File: src/design/chts_pkg.sv
// Shared types, constants and codes for the cache tag store.
package chts_pkg;

    localparam int LINES_DEF     = 256;
    localparam int WAYS_DEF      = 4;
    localparam int ADDR_BITS_DEF = 32;

    // Widths sized for the largest supported store (4096 lines).
    localparam int IDX_W   = 12;
    localparam int GRP_W   = IDX_W + 1;
    localparam int TAG_W   = 32;
    localparam int AGE_W   = 8;
    localparam int ADDR_W  = 32;
    localparam int CNT_W   = 32;
    localparam int CFG_IDX_W  = 2;
    localparam int CFG_DATA_W = 4;

    localparam logic [3:0] MAX_OFFSET_BITS = 4'd12;
    localparam logic [3:0] MIN_LINE_BITS   = 4'd2;
    localparam logic [AGE_W-1:0] AGE_MAX   = '1;

    localparam logic [1:0] ORG_DIRECT = 2'd0;
    localparam logic [1:0] ORG_SET    = 2'd1;
    localparam logic [1:0] ORG_FULL   = 2'd2;

    localparam logic POL_FIFO = 1'b0;
    localparam logic POL_LRU  = 1'b1;

    localparam logic [CFG_IDX_W-1:0] REG_ORGANIZATION = 2'd0;
    localparam logic [CFG_IDX_W-1:0] REG_POLICY       = 2'd1;
    localparam logic [CFG_IDX_W-1:0] REG_OFFSET_BITS  = 2'd2;
    localparam logic [CFG_IDX_W-1:0] REG_LINE_BITS    = 2'd3;

    // Search record that ripples down the cell chain.
    typedef struct packed {
        logic             hit;
        logic [IDX_W-1:0] hit_idx;
        logic [AGE_W-1:0] hit_age;
        logic             free;
        logic [IDX_W-1:0] free_idx;
        logic             seen;
        logic [AGE_W-1:0] max_age;
        logic [IDX_W-1:0] max_idx;
    } scan_rec_t;

    localparam scan_rec_t SCAN_REC_EMPTY = '0;

    // Lookup broadcast to every cell: tag and group bounds [lo, hi).
    typedef struct packed {
        logic [TAG_W-1:0] tag;
        logic [GRP_W-1:0] lo;
        logic [GRP_W-1:0] hi;
    } query_t;

    // Update broadcast to every cell at commit.
    typedef struct packed {
        logic             en;
        logic             hit;
        logic             lru;
        logic [IDX_W-1:0] where_idx;
        logic [AGE_W-1:0] where_age;
        logic [IDX_W-1:0] victim_idx;
    } update_t;

endpackage

File: src/design/chts_cell.sv
// One tag store line: holds tag, valid and age, and merges its line into the search record.
module chts_cell
    import chts_pkg::*;
#(
    parameter int CELL_IDX = 0
)
(
    input  logic      clk,
    input  logic      rst_n,
    input  logic      scan_en,
    input  query_t    query,
    input  update_t   upd,
    input  scan_rec_t rec_in,
    output scan_rec_t rec_out
);

    localparam logic [IDX_W-1:0] MY_IDX = IDX_W'(CELL_IDX);
    localparam logic [GRP_W-1:0] MY_GRP = GRP_W'(CELL_IDX);

    logic [TAG_W-1:0] tag_reg, tag_next;
    logic             valid_reg, valid_next;
    logic [AGE_W-1:0] age_reg, age_next;
    scan_rec_t        rec_reg, rec_next;
    logic             in_group;
    logic [AGE_W-1:0] age_inc;

    assign in_group = (MY_GRP >= query.lo) && (MY_GRP < query.hi);
    assign age_inc  = (age_reg == AGE_MAX) ? age_reg : age_reg + AGE_W'(1);
    assign rec_out  = rec_reg;

    // Fold this line into the record.
    always_comb
    begin
        rec_next = rec_in;
        if (in_group)
        begin
            if (!rec_in.hit && valid_reg && tag_reg == query.tag)
            begin
                rec_next.hit     = 1'b1;
                rec_next.hit_idx = MY_IDX;
                rec_next.hit_age = age_reg;
            end
            if (!rec_in.free && !valid_reg)
            begin
                rec_next.free     = 1'b1;
                rec_next.free_idx = MY_IDX;
            end
            if (!rec_in.seen || age_reg > rec_in.max_age)
            begin
                rec_next.seen    = 1'b1;
                rec_next.max_age = age_reg;
                rec_next.max_idx = MY_IDX;
            end
        end
    end

    // Apply the commit decision to this line.
    always_comb
    begin
        tag_next   = tag_reg;
        valid_next = valid_reg;
        age_next   = age_reg;
        if (upd.en && in_group)
        begin
            if (upd.hit)
            begin
                if (upd.lru)
                begin
                    if (MY_IDX == upd.where_idx)
                        age_next = '0;
                    else if (valid_reg && age_reg < upd.where_age)
                        age_next = age_inc;
                end
            end
            else if (MY_IDX == upd.victim_idx)
            begin
                tag_next   = query.tag;
                valid_next = 1'b1;
                age_next   = '0;
            end
            else if (valid_reg)
            begin
                age_next = age_inc;
            end
        end
    end

    always_ff @(posedge clk or negedge rst_n)
    begin
        if (!rst_n)
        begin
            valid_reg <= 1'b0;
            age_reg   <= '0;
        end
        else
        begin
            valid_reg <= valid_next;
            age_reg   <= age_next;
        end
    end

    always_ff @(posedge clk)
    begin
        tag_reg <= tag_next;
        if (scan_en)
            rec_reg <= rec_next;
    end

endmodule

File: config.mk
export PLATFORM = sky130hd
export DESIGN_NAME = chts_cell
export DESIGN_NICKNAME = d
export VERILOG_FILES = /design/src/design/chts_pkg.sv /design/src/design/chts_cell.sv
export SDC_FILE = /design/constraint.sdc
export NUM_CORES = 1
export LEC_CHECK = 0
export ABC_AREA = 1
export BUFFER_PORTS_ARGS = -buffer_cell sky130_fd_sc_hd__buf_2
export CELL_PAD_IN_SITES_DETAIL_PLACEMENT = 1
export CELL_PAD_IN_SITES_GLOBAL_PLACEMENT = 1
export CORE_ASPECT_RATIO = 1.25
export CORE_MARGIN = 2
export CORE_UTILIZATION = 30
export DETAILED_ROUTE_END_ITERATION = 10
export HOLD_SLACK_MARGIN = 0.02
export PLACE_DENSITY_LB_ADDON = 0.1
export SLEW_MARGIN = 20
export SYNTH_ARGS = -nofsm -noshare
export SYNTH_HDL_FRONTEND = slang
export SYNTH_SLANG_ARGS = --single-unit
File: constraint.sdc
create_clock -name clk -period 2.9 [get_ports clk]
set_clock_uncertainty 0.2 [all_clocks]
set_input_delay 0.145 -clock clk [delete_from_list [all_inputs] [get_ports clk]]
set_output_delay 0.145 -clock clk [all_outputs]
set_load 0.005 [all_outputs]
==> results of run 1 <==
-- path summary, 6_finish.rpt --
path | start | endpoint | slack, ns
setup / recovery | age_reg[0] | rec_out[1] | 0.64
hold / removal | scan_en | rec_out[4] | 0.07
setup reg to reg | age_reg[0] | rec_out[1] | 0.64
hold reg to reg | valid_reg | valid_reg | 0.47
max in group asynchronous | rst_n | valid_reg | 1.57
min in group asynchronous | rst_n | age_reg[2] | 0.60
-- area by class of cell --
| cell class | instances | area share |
|---|---|---|
| inverters | 124 | 0.0602 |
| clock inverters | 7 | 0.00890 |
| clock buffers | 9 | 0.0291 |
| multi-input cells | 383 | 0.244 |
| well taps | 220 | 0.0356 |
| repair buffers | 302 | 0.256 |
| flip-flops and latches | 96 | 0.367 |
-- report_power, final --
part / switching (W) / internal [W]
clock: 0.000537 / 0.000670
combinational: 0.000199 / 0.000245
sequential: 0.0000145 / 0.00158
total: 0.000750 / 0.00249
-- cells by family after synthesis --
family / after synthesis
XOR/XNOR: 12
AO/OA/AOI/OAI: 27
buffers and inverters: 131
adder cells (fa/ha/maj): 16
AND/OR/NAND/NOR: 328
flip-flops: 96
-- per-layer routing --
metal	vias to the layer above	track usage	routed length (um)
li1	2511	-	-
met1	2278	0.205	6720
met2	153	0.333	8300
met3	19	0.0307	818
met4	0	0.0621	346
met5	-	0	0
-- synth_stat cells (2+ instances only) --
library cell,count,share of area
nand4_1,4,0.0048
ha_1,16,0.038
buf_2,4,0.0038
nor3_1,2,0.0019
nand2_2,4,0.0048
inv_1,123,0.088
a21oi_1,5,0.0048
buf_4,2,0.0029
o21bai_1,2,0.0029
nand3_2,3,0.0058
edfxtp_1,87,0.50
or2_2,3,0.0036
nor2_4,2,0.0043
nor2_1,86,0.062
xor2_1,3,0.0050
o21ai_0,6,0.0058
a21boi_1,3,0.0043
xnor2_1,9,0.015
nor2_2,3,0.0036
nand3_1,34,0.033
nand2_1,181,0.13
dfrtp_1,9,0.043
a21boi_0,9,0.013
-- what timing repair did --
item,4_1_cts,5_1_grt
hold buffers,89,0
buffers inserted,0,0
endpoints found under the hold margin,96,0
-- through the flow --
step / std cells / total power [W] / util
5_1_grt: 1141 / 0.00340 / 0.457
3_3_place_gp: 1036 / 0.00196 / 0.387
2_1_floorplan: 610 / 0.00174 / -
4_1_cts: 1141 / 0.00328 / 0.457
3_5_place_dp: 1036 / 0.00197 / 0.387
6_report: 1141 / 0.00324 / 0.457
==> flow_metrics.tcl, run 1 <==
set metrics [dict create \
    cpMostUsedCell "nand2_1" \
    finalCriticalPeriod_ns 2.26 \
    cts_num_sinks 96 \
    ant_nets 0 \
    mostFrequentLayoutCell "buf_2" \
    clockBufferDepth 2 \
    start_util 0.309 \
    io_buffer_count 205 \
    firstDrtPassIters 4 \
    synth_seq_cells 96 \
    path_depth 12 \
    clk_latency_ns 0.35 \
    cts_root_buf "clkbuf_16" \
    min_path_cells 1 \
    register_area_um2 2840 \
    worstMarginPinSlew_ns 0.472 \
    synth_edf_count 87 \
    die_y_um 152 \
    nNetsFinal 1083 \
    synth_top_family_by_area "simple AND/OR/NAND/NOR gates" \
    insertedDiodeCount 0 \
    synth_warnings 0 \
    grt_first_pass_wirelength_um 25700 \
    cts_htree_levels 3 \
    cts_buffers 9 \
    start_kind "flop" \
    drt_iter0_markers 144 \
    path_cells "inv_1 -> ha_1 -> o21bai_1 -> nand2_1 -> nand2_1 -> nand2_1 -> nand2_1 -> nand2_1 -> nand2_2 -> nand2_8 -> inv_2 -> nor2_1" \
    hp-class "in2reg" \
    ff2ff_path_depth 12 \
    fin_tns_setup_ns 0 \
    grt_max_degree 37 \
    synth_adder_area_share 0.0383 \
    grt_remaining_overflow 0 \
    max_freq_mhz 442 \
    netlist_area_um2 5220 \
    maxSlewViolCount 0 \
    cellPowerDensity_nw_per_um2 419 \
    wire_per_inst_um 14.2 \
    area.growth.synth_to_final_pct 48.1 \
    rows 53 \
    worstPathRequired_ns 2.80 \
    status "finished clean" \
    dp_slack_ns 0.660 \
    crit_fanout 12 \
    end_kind "flop" \
    track_usage 0.179 \
    power.static_leakage_nw 3.93 \
    multiInputGateArea_um2 1880 \
    drive_above_1_share 0.270 \
    place.gp.congestion 0.770 \
    cp_data_arrival_time_ns 2.16 \
    timing.hold.ws_ns 0.0703 \
    avgSynthCellArea_um2 8.56 \
    yosysUniqueCellTypes 33 \
    path_delay_family "simple AND/OR/NAND/NOR gates" \
    setup_viol 0 \
    timing.final.crit_share 0.780 \
    ir_drop_uv 235 \
    cts_resized 0 \
    die_x_um 122 \
    cp.buffers_inverters 2 \
    muxShareOfSynthArea 0 \
    vias 4961 \
    synthFlopType "edfxtp_1" \
    rsz0062_at_grt "false" \
    synthSimpleGateAreaFrac 0.267 \
    crit_type "reg2reg" \
    num_io_pins 206 \
    path_clk_slew_ns 0.07 \
    synth-seq-area-share 0.543 \
    antenna_found_initial 0 \
    grt_pass1_vias 5340 \
    largest_reg_flops 55 \
    slowest_delay_ns 0.47 \
    synth_compound_area_frac 0.0331 \
    placed_area_um2 6550 \
    hold_viol_final 0 \
    maxSlewHeadroom 0.684 \
    syn-instance-count 610 \
    cts_tree "done" \
    max_cap_viol_count 0 \
    hpwl_um 11800 \
    synthXorXnorAreaFrac 0.0201 \
    crit_slowest_cell "dfrtp_1" \
    wirelength_um 16200 \
    async_reset_ff_frac 0.0938 \
    worst_slack_ns 0.637 \
    drc 0 \
    die-area_um2 18500 \
    via_per_inst 4.35 \
    fin_area_um2 7730 \
    core_um2 16900 \
    synthesis.nets 777 \
    final_cell_mix "buf_2, nand2_1, inv_1, dlygate4sd3_1, edfxtp_1" \
    nFillCells 2071 \
]
No activity file was read; power rests on OpenSTA's default activity.
==> run 2: changes to the inputs <==
--- a/config.mk
+++ b/config.mk
@@ -5,7 +5,7 @@
 export SDC_FILE = /design/constraint.sdc
 export NUM_CORES = 1
 export LEC_CHECK = 0
-export ABC_AREA = 1
+export ABC_AREA = 0
 export BUFFER_PORTS_ARGS = -buffer_cell sky130_fd_sc_hd__buf_2
 export CELL_PAD_IN_SITES_DETAIL_PLACEMENT = 1
 export CELL_PAD_IN_SITES_GLOBAL_PLACEMENT = 1
==> constraint.sdc (replaced) <==
create_clock -name clk -period 1.9 [get_ports clk]
set_clock_uncertainty 0.2 [all_clocks]
set_input_delay 0.095 -clock clk [delete_from_list [all_inputs] [get_ports clk]]
set_output_delay 0.095 -clock clk [all_outputs]
set_load 0.005 [all_outputs]
==> run 2 against run 1 <==
  * Largest power group unchanged
  * Critical path type unchanged
  * Worst setup slack worse by 1.2 ns
  * First-iteration DRC count down 4.9%
  * The run now ends with setup timing left
  * Non-clock buffer count up 47
  * Sequential cell count unchanged
  * Routed wire length down 16%
  * Register-to-register slack worse by 1.2 ns
  * Combinational power up 43%
  * Die area down 13%
  * Area after synthesis down 13%
  * Highest routed layer unchanged
  * Via count down 21%
  * Sequential share of layout area down 0.27 points
  * Synthesized cell count down 47%
==> flow_metrics.tcl, run 2 <==
set metrics [dict create \
    power_frac_clock 0.374 \
    io_buffer_count 205 \
    grt_pass1_vias 4258 \
    die_x_um 114 \
    worstPathRequired_ns 1.79 \
    cts_htree_levels 3 \
    syn-instance-count 322 \
    place.gp.congestion 0.760 \
    max_cap_viol_count 0 \
    async_reset_ff_frac 0.0938 \
    clockBufferDepth 2 \
    end_kind "flop" \
    maxSlewHeadroom 0.658 \
    status "finished, violations left" \
    max_freq_mhz 412 \
    crit_type "reg2reg" \
    p_switching_w 0.00106 \
    synth_top_family_by_area "simple AND/OR/NAND/NOR gates" \
    fin_area_um2 7800 \
    path_clk_slew_ns 0.07 \
    rows 50 \
    power.static_leakage_nw 3.45 \
    cp_data_arrival_time_ns 2.32 \
    ir_drop_uv 470 \
    muxShareOfSynthArea 0.0473 \
    cp.buffers_inverters 1 \
    grt_remaining_overflow 0 \
    wirelength_um 13700 \
    groute.layer.met2.usage 0.305 \
    seqPwrFrac 0.497 \
    yosysUniqueCellTypes 50 \
    ant_nets 0 \
    synth_adder_area_share 0.0442 \
    busiest_layer "met2" \
    register_area_um2 2840 \
    synth_edf_count 87 \
    dp.cells 747 \
    synth_top_cell_by_area "edfxtp_1" \
    drc 0 \
    antenna_found_initial 0 \
    comb_power_share 0.129 \
    use_met3 0.0402 \
    track_usage 0.168 \
    cellPowerDensity_nw_per_um2 627 \
    die_y_um 141 \
    rsz0062_at_grt "true" \
    synth_compound_area_frac 0.0572 \
    synth_seq_cells 96 \
    wire_per_inst_um 15.8 \
    grt_first_pass_wirelength_um 21100 \
    final_cell_mix "buf_2, dlygate4sd3_1, edfxtp_1, buf_4, xor2_1" \
    timing.rr.start "age_reg[1]" \
    largest_reg_flops 55 \
    crit_slowest_cell "dfrtp_1" \
    grt_max_degree 56 \
    synth_warnings 0 \
    num_io_pins 206 \
    synth_top_cell_area_share 0.577 \
    start_kind "flop" \
    synthXorXnorAreaFrac 0.0619 \
    hold_viol_final 0 \
    multiInputGateArea_um2 1850 \
    worstMarginPinSlew_ns 0.511 \
    path_cells "ha_4 -> nor2b_4 -> o211ai_1 -> a21oi_2 -> o22ai_2 -> a21oi_2 -> buf_6 -> mux2_4" \
    die-area_um2 16100 \
    clk_latency_ns 0.34 \
    dp_slack_ns -0.519 \
    hold_start "scan_en" \
    maxSlewViolCount 0 \
    cts_root_buf "clkbuf_16" \
    firstDrtPassIters 6 \
    netlist_area_um2 4530 \
    sw_frac_of_total 0.217 \
    drive_above_1_share 0.504 \
    synthSimpleGateAreaFrac 0.138 \
    avgSynthCellArea_um2 14.1 \
    placed_area_um2 6230 \
    via_per_inst 4.53 \
    vias 3913 \
    synthFlopType "edfxtp_1" \
    nFillCells 1598 \
    cts_tree "done" \
    synthesis.nets 489 \
    synthTopCellsByCount "edfxtp_1, xor2_1, nor2b_1, inv_1, ha_1" \
    setup_viol 49 \
    hpwl_um 9730 \
    grt_use_met1 0.195 \
    start_util 0.304 \
    violations "setup timing" \
    yosysMostFrequentCell "edfxtp_1" \
    cts_num_sinks 96 \
    core_um2 14900 \
    nNetsFinal 843 \
    cts_buffers 9 \
    slowest_delay_ns 0.43 \
    hp-class "in2reg" \
    path_delay_family "compound AO/OA/AOI/OAI gates" \
    final_cells 863 \
    crit_path_start "age_reg[1]" \
    cpMostUsedCell "a21oi_2" \
    crit_fanout 5 \
    timing.final.crit_share 1.28 \
    area.growth.synth_to_final_pct 72.3 \
    synth.area.top_cells "edfxtp_1, xor2_1, dfrtp_1, ha_1, nor2b_1" \
    finalCriticalPeriod_ns 2.43 \
    synth-seq-area-share 0.627 \
    insertedDiodeCount 0 \
    p_int_w 0.00383 \
    mostFrequentLayoutCell "buf_2" \
    worst_slack_ns -0.525 \
    drt_iter0_markers 137 \
]
-- run 2: cell types whose count changed after synthesis, moves of 15 or more --
cell     change
inv_1      -103
nand2_1    -175
nand3_1     -32
nor2_1      -79
nor2b_1     +26
nor4_1      +15
xor2_1      +28
-- run 2: through the flow --
step	total power (W)	hold slack, ns	TNS [ns]	util
6_report	0.00489	0.0582	-20.74	0.524
5_1_grt	0.00510	0.0684	-26.88	0.524
4_1_cts	0.00494	0.0423	-19.88	0.512
3_5_place_dp	0.00294	-0.232	-34.60	0.419
3_3_place_gp	0.00293	-0.230	-31.99	0.419
2_1_floorplan	0.00261	-0.401	-26.91	-
-- run 2: final cells by class --
class	instances	area share
well taps	182	0.0292
flip-flops and latches	96	0.364
inverters	20	0.00962
clock buffers	10	0.0294
multi-input cells	200	0.237
repair buffers	349	0.322
clock inverters	6	0.00866
-- run 2: repair_timing --
action                                 in CTS  in global routing
pin swaps                                   8                  8
gates cloned                                2                  3
gates resized for setup                    25                 26
endpoints found under the hold margin      94                  0
hold buffers                               87                  0
setup endpoints to repair                  49                 91
setup buffers                               7                  2
-- run 2: power by group through the flow --
stage	Sequential (W)	Combinational, W	Clock, W
CTS	0.00243	0.000619	0.00189
global placement	0.00248	0.000455	0
finish	0.00243	0.000633	0.00183
global route	0.00244	0.000695	0.00197
detailed placement	0.00248	0.000466	0
floorplan	0.00249	0.000116	0
-- run 2: cell families (layout without fill, tap and decap cells) --
family                     Yosys count  in the layout
buffers and inverters               26            385
and+or+nand+nor                     97             97
DFF                                 96             96
AOI/OAI and AO/OA                   38             38
adders and majority gates           16             16
xor gates and xnor gates            32             32
muxes                               17             17
-- run 2: path summary, 6_finish.rpt --
path                       depth (start not counted)  slack [ns]          end
setup reg to reg                                   8       -0.53  rec_out[12]
hold / removal                                     2        0.06   rec_out[4]
setup / recovery                                   8       -0.53  rec_out[12]
min in group asynchronous                          3        0.58   age_reg[1]
max in group asynchronous                          3        0.56   age_reg[7]
hold reg to reg                                    2        0.46   age_reg[0]
-- run 2: layer usage --
metal	wire, um	part of all wire
met3	981	0.072
met1	5400	0.40
met2	7110	0.52
met4	161	0.012
met5	0	0
==> run 3: changes to the inputs <==
--- a/config.mk
+++ b/config.mk
@@ -15,6 +15,7 @@
 export DETAILED_ROUTE_END_ITERATION = 10
 export HOLD_SLACK_MARGIN = 0.02
 export PLACE_DENSITY_LB_ADDON = 0.1
+export REMOVE_ABC_BUFFERS = 1
 export SLEW_MARGIN = 20
 export SYNTH_ARGS = -nofsm -noshare
 export SYNTH_HDL_FRONTEND = slang
==> run 3 against run 2 <==
  * The run still ends with setup timing left
  * Critical path type unchanged
  * Largest power group unchanged
  * Clock-buffer cell count did not move
  * First-iteration DRC count grew 27%
  * Routed wire length up 0.56%
  * Worst setup slack better by 0.0054 ns
  * Power is 2.4% higher
  * Largest cell class unchanged
  * Sequential share of layout area rose by 0.83 points
  * Via count decreased by 0.23%
==> flow_metrics.tcl, run 3 (synthesis results as in run 2) <==
set metrics [dict create \
    place.gp.congestion 0.807 \
    insertedDiodeCount 0 \
    hold_viol_final 0 \
    cellPowerDensity_nw_per_um2 658 \
    antenna_found_initial 0 \
    nFillCells 1606 \
    end_kind "flop" \
    final_cell_mix "buf_2, dlygate4sd3_1, edfxtp_1, buf_4, xor2_1" \
    grt_first_pass_wirelength_um 21400 \
    setup_viol 49 \
    timing.final.crit_share 1.27 \
    worst_slack_ns -0.520 \
    worstPathRequired_ns 1.79 \
    core_um2 14900 \
    grt_remaining_overflow 0 \
    start_util 0.304 \
    cts_htree_levels 3 \
    placed_area_um2 6080 \
    grt_use_met1 0.202 \
    vias 3904 \
    rsz0062_at_grt "true" \
    num_io_pins 206 \
    io_buffer_count 205 \
    violations "setup timing" \
    clockBufferDepth 2 \
    max_cap_viol_count 0 \
    wire_per_inst_um 16.1 \
    area.growth.synth_to_final_pct 68.4 \
    final_cells 854 \
    die_x_um 114 \
    maxSlewHeadroom 0.560 \
    track_usage 0.172 \
    status "finished, violations left" \
    wirelength_um 13700 \
    grt_pass1_vias 4238 \
    worstMarginPinSlew_ns 0.654 \
    max_freq_mhz 413 \
    groute.layer.met2.usage 0.317 \
    ant_nets 0 \
    mostFrequentLayoutCell "buf_2" \
    crit_fanout 21 \
    multiInputGateArea_um2 1780 \
    via_per_inst 4.57 \
    die-area_um2 16100 \
    finalCriticalPeriod_ns 2.42 \
    drive_above_1_share 0.476 \
    maxSlewViolCount 0 \
    start_kind "flop" \
    rows 50 \
    use_met3 0.0337 \
    fin_area_um2 7620 \
    hpwl_um 9790 \
    timing.hold.ws_ns 0.0679 \
    cts_root_buf "clkbuf_16" \
    grt_max_degree 56 \
    die_y_um 141 \
    largest_reg_flops 55 \
    cts_tree "done" \
    ir_drop_uv 410 \
    drt_iter0_markers 174 \
    crit_type "reg2reg" \
    drc 0 \
    cts_num_sinks 96 \
    cp_data_arrival_time_ns 2.31 \
    path_clk_slew_ns 0.07 \
    nNetsFinal 834 \
    firstDrtPassIters 4 \
    hp-class "in2reg" \
    clk_latency_ns 0.34 \
    dp.cells 742 \
    register_area_um2 2840 \
    busiest_layer "met2" \
    fin_tns_setup_ns -18.77 \
    cts_buffers 9 \
    power.static_leakage_nw 3.35 \
]
[run 3: cell count changes in the layout (fill, tap and decap cells not counted), sizes merged]
cell         previous run  this run
buf                   259       251
bufinv                  1         2
clkbuf                 13        11
clkinvlp                2         0
dlygate4sd3            87        88
clkinv                  1         2
[run 3: per-stage QoR]
stage	setup WS, ns	total power [W]	utilization
after global routing	-0.544	0.00523	0.512
after CTS	-0.456	0.00507	0.505
after floorplan	-2.08	0.00260	-
after detailed placement	-0.552	0.00294	0.409
after global placement	-0.505	0.00292	0.409
final	-0.520	0.00501	0.512
[run 3: timing repair]
| action | 4_1_cts | 5_1_grt |
|---|---|---|
| pin swaps | 11 | 10 |
| endpoints found under the setup margin | 93 | 82 |
| setup buffers | 3 | 1 |
| resized for setup | 41 | 15 |
| endpoints found under the hold margin | 95 | 0 |
| cloned | 3 | 1 |
| hold buffers | 88 | 0 |
[run 3: report_power, final]
group	internal, W	switching, W	leakage [nW]
sequential	0.00241	0.0000212	0.944
combinational	0.000380	0.000242	2.25
clock	0.00116	0.000799	0.157
total	0.00395	0.00106	3.35
[run 3: layout make-up]
class                           instances  share of cell area
Multi-Input combinational cell        200               0.233
Inverter                               20             0.00985
Clock inverter                          6              0.0120
Clock buffer                           10              0.0300
Tap cell                              182              0.0299
Sequential cell                        96               0.373
Timing Repair Buffer                  340               0.312
[run 3: critical path, cell delays in order, from the launching register on]
cell	delay, ns
edfxtp_1	0.38
xor2_1	0.15
nor4_1	0.60
buf_4	0.22
nand4_2	0.12
buf_12	0.20
mux2_4	0.30
[run 3: final timing paths]
check | slack, ns | endpoint | start | cells after the start
worst max-delay path | -0.52 | rec_out[40] | tag_reg[0] | 6
worst min-delay path | 0.07 | rec_out[17] | rec_in[17] | 4
worst max register to register | -0.52 | rec_out[40] | tag_reg[0] | 6
worst min register to register | 0.39 | age_reg[2] | age_reg[2] | 1
max in group asynchronous | 0.63 | age_reg[2] | rst_n | 3
min in group asynchronous | 0.54 | age_reg[3] | rst_n | 3
[run 3: per-layer routing]
| metal | vias to the layer above | part of all wire |
|---|---|---|
| li1 | 1880 | - |
| met1 | 1878 | 0.39 |
| met2 | 135 | 0.54 |
| met3 | 11 | 0.056 |
| met4 | 0 | 0.016 |
| met5 | - | 0 |
